===== src/pcd_pkg.sv =====
// ----------------------------------------------------------------------------
// pcd_pkg: shared types and constants of the position change detector
// Fixed-point formats, CORDIC angle table, multiplier request types and codes.
// ----------------------------------------------------------------------------
package pcd_pkg;

   // fixed-point format and iteration counts
   localparam int FRAC_BITS    = 32;
   localparam int CORDIC_STEPS = 32;
   localparam int SQRT_STEPS   = 32;
   localparam int STEP_W       = $clog2((CORDIC_STEPS > SQRT_STEPS) ? CORDIC_STEPS : SQRT_STEPS);

   // field widths
   localparam int LAT_W     = 31;
   localparam int LON_W     = 32;
   localparam int ALT_W     = 21;
   localparam int DIST_W    = 35;
   localparam int DTHR_W    = 20;
   localparam int ATHR_W    = 17;
   localparam int CSR_IDX_W = 1;
   localparam int CSR_DATA_W = 20;

   typedef logic signed [63:0] word_type;

   // source constants in Q62, and the count of 1e-7 degree units per pi
   localparam logic [63:0] PI_Q62         = 64'hC90FDAA22168C235;
   localparam logic [63:0] QUARTER_PI_Q62 = 64'h3243F6A8885A308D;
   localparam logic [63:0] INV_GAIN_Q62   = 64'h26DD3B6A10D7969A;
   localparam logic [63:0] UNITS_PER_PI   = 64'd1800000000;

   // Q62 to working format, round half up
   function automatic logic [63:0] q62_to_q(input logic [63:0] v);
      return (v + (64'd1 << (61 - FRAC_BITS))) >> (62 - FRAC_BITS);
   endfunction

   localparam word_type PI_Q      = word_type'(q62_to_q(PI_Q62));
   localparam word_type TWO_PI_Q  = PI_Q <<< 1;
   localparam word_type HALF_PI_Q = word_type'(q62_to_q(PI_Q62 >> 1));
   localparam word_type GAIN_Q    = word_type'(q62_to_q(INV_GAIN_Q62));
   localparam word_type ONE_Q     = word_type'(64'd1 << FRAC_BITS);
   localparam word_type EARTH_RADIUS_MM = 64'sd6371000000;

   // 1e-7 degree to radians, Q92
   localparam logic [63:0] UNIT_K =
      ((PI_Q62 / UNITS_PER_PI) << 30) + (((PI_Q62 % UNITS_PER_PI) << 30) / UNITS_PER_PI);

   // product shifts
   localparam int ANGLE_SHIFT = 93 - FRAC_BITS;

   // integer square root rescale from Q31 to working format
   localparam int SQRT_UP   = (FRAC_BITS >= 31) ? FRAC_BITS - 31 : 0;
   localparam int SQRT_DOWN = (FRAC_BITS >= 31) ? 0 : 31 - FRAC_BITS;
   localparam logic [63:0] SQRT_ROUND = (SQRT_DOWN > 0) ? (64'd1 << (SQRT_DOWN - 1)) : 64'd0;

   // arctangent table: pi/4, then Taylor series of atan(2^-i) in Q62
   typedef logic [CORDIC_STEPS-1:0][63:0] atan_tab_type;

   function automatic atan_tab_type build_atan_table();
      atan_tab_type tab;
      logic [63:0]  sum;
      logic [63:0]  term;
      int unsigned  pw;
      tab    = '0;
      tab[0] = q62_to_q(QUARTER_PI_Q62);
      for (int unsigned i = 1; i < CORDIC_STEPS; i++) begin
         sum = '0;
         for (int unsigned k = 0; i * (2 * k + 1) <= 62; k++) begin
            pw   = 62 - i * (2 * k + 1);
            term = (64'd1 << pw) / 64'(2 * k + 1);
            if (k[0]) begin
               sum = sum - term;
            end else begin
               sum = sum + term;
            end
         end
         tab[i] = q62_to_q(sum);
      end
      return tab;
   endfunction

   localparam atan_tab_type ATAN_TAB = build_atan_table();

   // result cause codes
   typedef enum logic [1:0] {
      CAUSE_NONE     = 2'd0,
      CAUSE_MOVE     = 2'd1,
      CAUSE_ALTITUDE = 2'd2
   } cause_type;

   // register indexes
   localparam logic [CSR_IDX_W-1:0] CSR_DISTANCE_THRESHOLD = 1'd0;
   localparam logic [CSR_IDX_W-1:0] CSR_ALTITUDE_THRESHOLD = 1'd1;

   // multiplier product scaling
   typedef enum logic {
      SHIFT_FRAC  = 1'b0,
      SHIFT_ANGLE = 1'b1
   } shift_sel_type;

   typedef struct packed {
      logic          start;
      word_type      a;
      word_type      b;
      shift_sel_type sel;
   } mul_req_type;

   typedef struct packed {
      logic     done;
      word_type result;
   } mul_rsp_type;

endpackage


===== src/pcd_mul.sv =====
// ----------------------------------------------------------------------------
// pcd_mul: shared 64x64 multiplier with rounding shift
// Sign-magnitude product built from four 32x32 partial products over
// several cycles, rounded to nearest (ties away from zero), kept to 62 bits.
// ----------------------------------------------------------------------------
module pcd_mul import pcd_pkg::*; (
   input  logic        clock,
   input  logic        reset,
   input  mul_req_type req,
   output mul_rsp_type rsp
);

   typedef enum logic [4:0] {
      MS_IDLE = 5'b00001,
      MS_PROD = 5'b00010,
      MS_ACC  = 5'b00100,
      MS_RND  = 5'b01000,
      MS_NEG  = 5'b10000
   } mstate_type;

   mstate_type    state_ff, state_in;
   logic [1:0]    k_ff, k_in;
   logic          done_ff, done_in;
   logic [63:0]   ua_ff, ua_in;
   logic [63:0]   ub_ff, ub_in;
   logic          neg_ff, neg_in;
   shift_sel_type sel_ff, sel_in;
   logic [63:0]   pp_ff, pp_in;
   logic [127:0]  acc_ff, acc_in;
   logic [63:0]   r_ff, r_in;
   word_type      result_ff, result_in;

   logic [31:0]   a_part;
   logic [31:0]   b_part;
   logic [1:0]    pp_pos;
   logic [6:0]    sh;
   logic [127:0]  rounded;

   // operand halves and rounding shift
   always_comb begin
      a_part  = ua_ff[{k_ff[1], 5'd0} +: 32];
      b_part  = ub_ff[{k_ff[0], 5'd0} +: 32];
      pp_pos  = {1'b0, k_ff[1]} + {1'b0, k_ff[0]};
      sh      = (sel_ff == SHIFT_ANGLE) ? 7'(ANGLE_SHIFT) : 7'(FRAC_BITS);
      rounded = (acc_ff + (128'd1 << (sh - 7'd1))) >> sh;
   end

   // sequencer
   always_comb begin
      state_in  = state_ff;
      k_in      = k_ff;
      done_in   = 1'b0;
      ua_in     = ua_ff;
      ub_in     = ub_ff;
      neg_in    = neg_ff;
      sel_in    = sel_ff;
      pp_in     = pp_ff;
      acc_in    = acc_ff;
      r_in      = r_ff;
      result_in = result_ff;
      case (state_ff)
         MS_IDLE: begin
            if (req.start) begin
               ua_in    = req.a[63] ? 64'(-req.a) : 64'(req.a);
               ub_in    = req.b[63] ? 64'(-req.b) : 64'(req.b);
               neg_in   = req.a[63] ^ req.b[63];
               sel_in   = req.sel;
               acc_in   = '0;
               k_in     = '0;
               state_in = MS_PROD;
            end
         end
         MS_PROD: begin
            pp_in    = a_part * b_part;
            state_in = MS_ACC;
         end
         MS_ACC: begin
            acc_in = acc_ff + (128'(pp_ff) << {pp_pos, 5'd0});
            k_in   = k_ff + 2'd1;
            state_in = (k_ff == 2'd3) ? MS_RND : MS_PROD;
         end
         MS_RND: begin
            r_in     = {2'b00, rounded[61:0]};
            state_in = MS_NEG;
         end
         MS_NEG: begin
            result_in = neg_ff ? -word_type'(r_ff) : word_type'(r_ff);
            done_in   = 1'b1;
            state_in  = MS_IDLE;
         end
         default: begin
            state_in = MS_IDLE;
         end
      endcase
   end

   // control registers
   always_ff @(posedge clock) begin
      if (reset) begin
         state_ff <= MS_IDLE;
         k_ff     <= '0;
         done_ff  <= 1'b0;
      end else begin
         state_ff <= state_in;
         k_ff     <= k_in;
         done_ff  <= done_in;
      end
   end

   // datapath registers
   always_ff @(posedge clock) begin
      ua_ff     <= ua_in;
      ub_ff     <= ub_in;
      neg_ff    <= neg_in;
      sel_ff    <= sel_in;
      pp_ff     <= pp_in;
      acc_ff    <= acc_in;
      r_ff      <= r_in;
      result_ff <= result_in;
   end

   assign rsp.done   = done_ff;
   assign rsp.result = result_ff;

endmodule


===== config.mk =====
export PLATFORM = sky130hd
export DESIGN_NAME = pcd_mul
export DESIGN_NICKNAME = d
export VERILOG_FILES = /design/src/pcd_pkg.sv /design/src/pcd_mul.sv
export SDC_FILE = /design/constraint.sdc
export NUM_CORES = 2
export LEC_CHECK = 0
export BUFFER_PORTS_ARGS = -buffer_cell sky130_fd_sc_hd__buf_2
export CORE_MARGIN = 3
export CORE_UTILIZATION = 30
export CTS_CLUSTER_SIZE = 12
export DETAILED_ROUTE_END_ITERATION = 10
export GPL_TIMING_DRIVEN = 0
export HOLD_SLACK_MARGIN = 0.06
export PLACE_DENSITY_LB_ADDON = 0.05
export SLEW_MARGIN = 10
export SYNTH_ARGS = -nofsm -noshare
export SYNTH_HDL_FRONTEND = slang
export SYNTH_SLANG_ARGS = --single-unit

===== constraint.sdc =====
create_clock -name clock -period 17.6 [get_ports clock]
set_input_delay 3.52 -clock clock [delete_from_list [all_inputs] [get_ports clock]]
set_output_delay 3.52 -clock clock [all_outputs]
set_load 0.005 [all_outputs]

After elaboration in Yosys (flattened, before gate mapping) --
Index checks and enable logic that the tools add are counted. W data, S select, Z words.
Cells by class: shift operators 5, equal/unequal tests 7, add/subtract/negate cells 8, reductions and logical operators 3, muxes and demuxes 12, bitwise operators 1, multipliers 1
Operators by type and width (count):
- $add A128 B128 Y128 | 2
- $pmux W128 S2 | 1
- $mux W128 | 1
- $neg A64 Y64 | 2
- $shiftx A64 B7 Y32 | 2
- $shl A1 B7 Y128 const A | 1
- $shl A64 B7 Y128 | 1
- $shr A128 B6 Y62 | 1
- $mux W63 | 2
- $mul A32 B32 Y64 | 1
- $neg A62 Y64 | 1
- $mux W62 | 1
- $pmux W5 S4 | 1
- $mux W5 | 2
- $sub A6 B1 Y7 const B | 1
- $eq A5 B1 Y1 const B | 1
- $eq A5 B2 Y1 const B | 1
- $eq A5 B3 Y1 const B | 1
- $eq A5 B4 Y1 const B | 1
- $eq A5 B5 Y1 const B | 1
- $mux W4 | 1
- $pmux W2 S2 | 1
- $reduce_and A2 Y1 | 2
- $add A1 B1 Y2 | 1
- other kinds (7) | 7
Word-level totals: flip-flop bits (word level) 456, output and inout port bits 65, logic and storage cells 51, bits of input ports 132

Logic depth before layout (Yosys ltp) --
word-level depth 5, gate-level depth with buffers 33, gate-level depth less buffers 29

Worst setup path before layout --
No wires, ideal clock.
path type reg2reg, from register k_ff[0], to register pp_ff[56] (data pin), setup time 0.167 ns, period minus slack after synthesis 8.858 ns, setup slack 8.742 ns, arrival time 8.691 ns, cell stages (with the launch flop) 31, path through dfxtp_1 clkbuf_1 clkbuf_1 mux2i_1 clkbuf_1 nor2_1 fa_1 fa_1 fa_1 inv_1 fa_1 inv_1 fa_1 inv_1 fa_1 inv_1 fa_1 inv_1 fa_1 inv_1 ha_1 clkbuf_1 a21o_1 a221oi_1 nand2_1 a31oi_1 o221a_2 a31oi_1 o311ai_0 mux2_2 a211oi_1
Between the ends: word-level cells in the longest chain between the ends 2
RTL lines:
- start: declaration | line pcd_mul.sv:22 | logic [1:0] k_ff, k_in;
- start signal: assignment | line pcd_mul.sv:105 | k_ff <= k_in;
- $shiftx A64 B7 Y32 | line pcd_mul.sv:42 | b_part = ub_ff[{k_ff[0], 5'd0} +: 32];
- $mul A32 B32 Y64 | line pcd_mul.sv:74 | pp_in = a_part * b_part;
- end signal: assignment | line pcd_mul.sv:116 | pp_ff <= pp_in;
- end: declaration | line pcd_mul.sv:28 | logic [63:0] pp_ff, pp_in;
No other way between the ends. A chain may end at the register's enable or synchronous reset.

Worst setup path after layout --
from register k_ff[1], to register pp_ff[62] (data pin)
Between the ends: word-level cells in the longest chain between the ends 2
RTL lines:
- $shiftx A64 B7 Y32 | line pcd_mul.sv:41 | a_part = ua_ff[{k_ff[1], 5'd0} +: 32];
- $mul A32 B32 Y64 | line pcd_mul.sv:74
No other way between the ends.

==> key figures <==
Status
  – Outcome: finished clean

Run
  – Max cap viols: 0

Synth
  – #FFs+latches synth: 451
  – Ys async rst share: 0%
  – Cell Area, Synth: 63300 µm²
  – Yosys warns: 0
  – Syn_nets: 8329
  – EDFF count, synth: about 440
  – Synth cell types: 80
  – Cells after synthesis: roughly 6900
  – Seq/Total Area, Yosys: 21.3%
  – Syn_area_per_cell: roughly 9.2 µm²
  – Ys flop type: edfxtp_1

Global routing
  – First-pass GRT wire length: 417 mm
  – Initial antenna violation count: 5
  – Global route overflow: 0
  – Total GRT Usage: 27.3%
  – Number of global-route vias before repair: 54263
  – Pin count of the biggest net entering global routing: 88

Clock network
  – TritonCTS clock tree: yes
  – Clock sink total: 451
  – Hold buffers post-CTS: 0
  – CTS Buf Count: 58
  – Clock Path Buffers: 3
  – Root buf cell: clkbuf_16
  – Clk_lat worst skew: 760 ps
  – Post-CTS Setup Inserts: 0
  – Number of H-tree levels: 2
  – Post-CTS sizing: 0
  – Clock transition at the registers of the reported paths: 60 ps

Route
  – Final ANT Viol Nets: 0
  – Via count: 51758
  – Initial DRC Count: roughly 3800
  – Routed len/inst: 29.7 µm
  – DR pass1 iterations: 6
  – Vias per cell: 5.15
  – # DRC: 0
  – Drt total wl: between 200 and 300 mm

Timing
  – Final Hold Vio Count: 0
  – Clk_skew: 54.0 ps
  – Tcrit/Tclk final: 74.7%
  – Max transition margin: 3.60%
  – Final setup viols: 0
  – Period minus WS final: 13140 ps
  – RSZ-0062 raised after global routing: false
  – Achievable Freq: 76.1 MHz
  – Final Slew Violations: 0
  – Worst-margin pin slew: 1450 ps
  – Setup TNS Final: 0 ps

Setup path
  – Crit path launch: k_ff[1]$_SDFFE_PP0P_
  – Flop2flop setup slack: 4460 ps
  – CP max FO: 10
  – CP endpoint kind: flip-flop
  – Setup crit start kind: flip-flop
  – Arr. time, crit path: between 10000 and 15000 ps
  – Most used cell, CP: fa_1
  – Buffers & Inverters on Critical Path: 10
  – Worst reg2reg path depth: 31
  – Setup CP Type: flip-flop to flip-flop
  – WP depth: 31
  – Crit Reg-Reg Endpoint: pp_ff[62]$_DFFE_PP_
  – Req. time, crit path: roughly 18000 ps
  – Critical-path top delay cell: clkbuf_1
  – CP top delay family: adder cells
  – Reg2Reg Launch Point: k_ff[1]$_SDFFE_PP0P_
  – Max stage delay on crit path: 1030 ps
  – Critical path capture point: pp_ff[62]$_DFFE_PP_

Floorplan
  – Core box area: 210000 µm²
  – Die height: 465 µm
  – Die extent in x: 465 µm
  – Die area: approximately 220000 µm²
  – Std-Cell Rows: 168
  – Initial Util: 30.2%
  – # IOs: 197

Placement
  – GP Congestion: 0.991
  – Detail Placement HPWL: 254 mm
  – Port bufs: about 190

Hold path
  – Hold Crit Depth: 0
  – Hold Path Class: flip-flop to flip-flop

Finish
  – # fillers: approximately 22000
  – Final Net Count: 8620
  – Area delta synth->final: 11.2%
  – Layout cells sized above 1: 6.58%
  – Antenna Cells: 0
[flip-flops by register name, summed over array words and instances (netlist names)]
register and count:
sel_ff 1, state_ff 5, acc_ff 123, r_ff 62
ub_ff 64, neg_ff 1, ua_ff 64, k_ff 2
result_ff 64, done_ff 1, pp_ff 64
[metal layers]
metal / global-route usage [%] / wire length (µm) / vias up
li1: - / - / 23270
met1: 32.9 / 120000 / 26385
met2: 48.1 / 147000 / 1669
met3: 3.07 / 13600 / 432
met4: 13.5 / 17900 / 2
met5: 0 / 13 / -
[per-stage QoR]
step                hold slack (ps)  worst slack (ps)  area [µm²]  cells  util, %
CTS                             511              4020       70400  10050     33.6
global placement                474              4210       67800   9908     32.3
floorplan                       451              8740       63300   6909        -
global route                    527              3950       70400  10050     33.6
detailed placement              494              4080       68500   9945     32.7
finish                          507              4460       70400  10050     33.6
[Yosys cell counts (58+ instances only)]
library cell  count  area share [%]
xnor2_1         318             4.4
o21ai_0         235             1.9
ha_1            391             7.7
nor2_1          939             5.6
mux2_2           64             1.1
nand3_1          86            0.68
a21o_1           96             1.1
o31ai_1          73            0.87
inv_1           939             5.6
xor2_1          113             1.6
a21oi_1         288             2.3
clkbuf_1        331             2.0
mux2i_1         128             2.0
fa_1            897              28
nor3_1           75            0.59
nand2_1         711             4.2
o21bai_1         58            0.69
nand4_1         107             1.1
edfxtp_1        443              21
[cell usage in the layout, fill, tap and decap left out, drive strengths merged, types with 58 or more instances in the layout]
cell type / n
inv: 942
nor2: 939
fa: 897
nand2: 711
edfxtp: 443
clkbuf: 398
ha: 391
xnor2: 318
a21oi: 288
buf: 245
o21ai: 237
mux2i: 128
xor2: 113
nand4: 107
a21o: 96
nand3: 86
o31ai: 79
nor3: 75
mux2: 64
o21bai: 58
[area by class of cell]
cell class / instances / area [µm²] / area share, %
clock buffer: 67 / 1490 / 2.11
inverter: 939 / 3530 / 5.01
multi-input combinational: 5174 / 45300 / 64.3
sequential: 451 / 13500 / 19.1
buffer: 345 / 1320 / 1.88
tap: 2805 / 3510 / 4.98
timing repair buffer: 231 / 1420 / 2.02
clock inverter: 38 / 399 / 0.567
[kinds of logic (layout without fill, tap and decap cells)]
| family | after synthesis | after routing | synth area share (%) |
|---|---|---|---|
| flip-flops | 451 | 451 | 21.3 |
| multiplexers | 192 | 192 | 3.16 |
| AND/OR/NAND/NOR | 2261 | 2261 | 15.7 |
| adder cells (fa/ha/maj) | 1288 | 1288 | 36.1 |
| XOR/XNOR | 431 | 431 | 5.96 |
| AO/OA/AOI/OAI | 1002 | 1002 | 10.2 |
| buffers and inverters | 1284 | 1620 | 7.63 |
[worst min-delay path by stage]
stage                       from                      to
2_1_floorplan  r_ff[0]$_DFFE_PP_  result_ff[0]$_DFFE_PP_
3_3_place_gp   r_ff[0]$_DFFE_PP_  result_ff[0]$_DFFE_PP_
3_5_place_dp   r_ff[0]$_DFFE_PP_  result_ff[0]$_DFFE_PP_
4_1_cts        r_ff[0]$_DFFE_PP_  result_ff[0]$_DFFE_PP_
5_1_grt        r_ff[0]$_DFFE_PP_  result_ff[0]$_DFFE_PP_
6_report       r_ff[0]$_DFFE_PP_  result_ff[0]$_DFFE_PP_
[worst register-to-register path, delay by kind of cell, from the launching register on]
kind	cells	cell delay (ps)
simple gates	5	1300
xor+xnor	1	310
buf+inv	10	3300
flops	1	600
mux	1	770
fa+ha+maj	9	4380
compound gates	5	2300
Power is left out: the tool's default activity adds up to more than one toggle a clock period on the data nets, which glitch-free logic cannot reach.
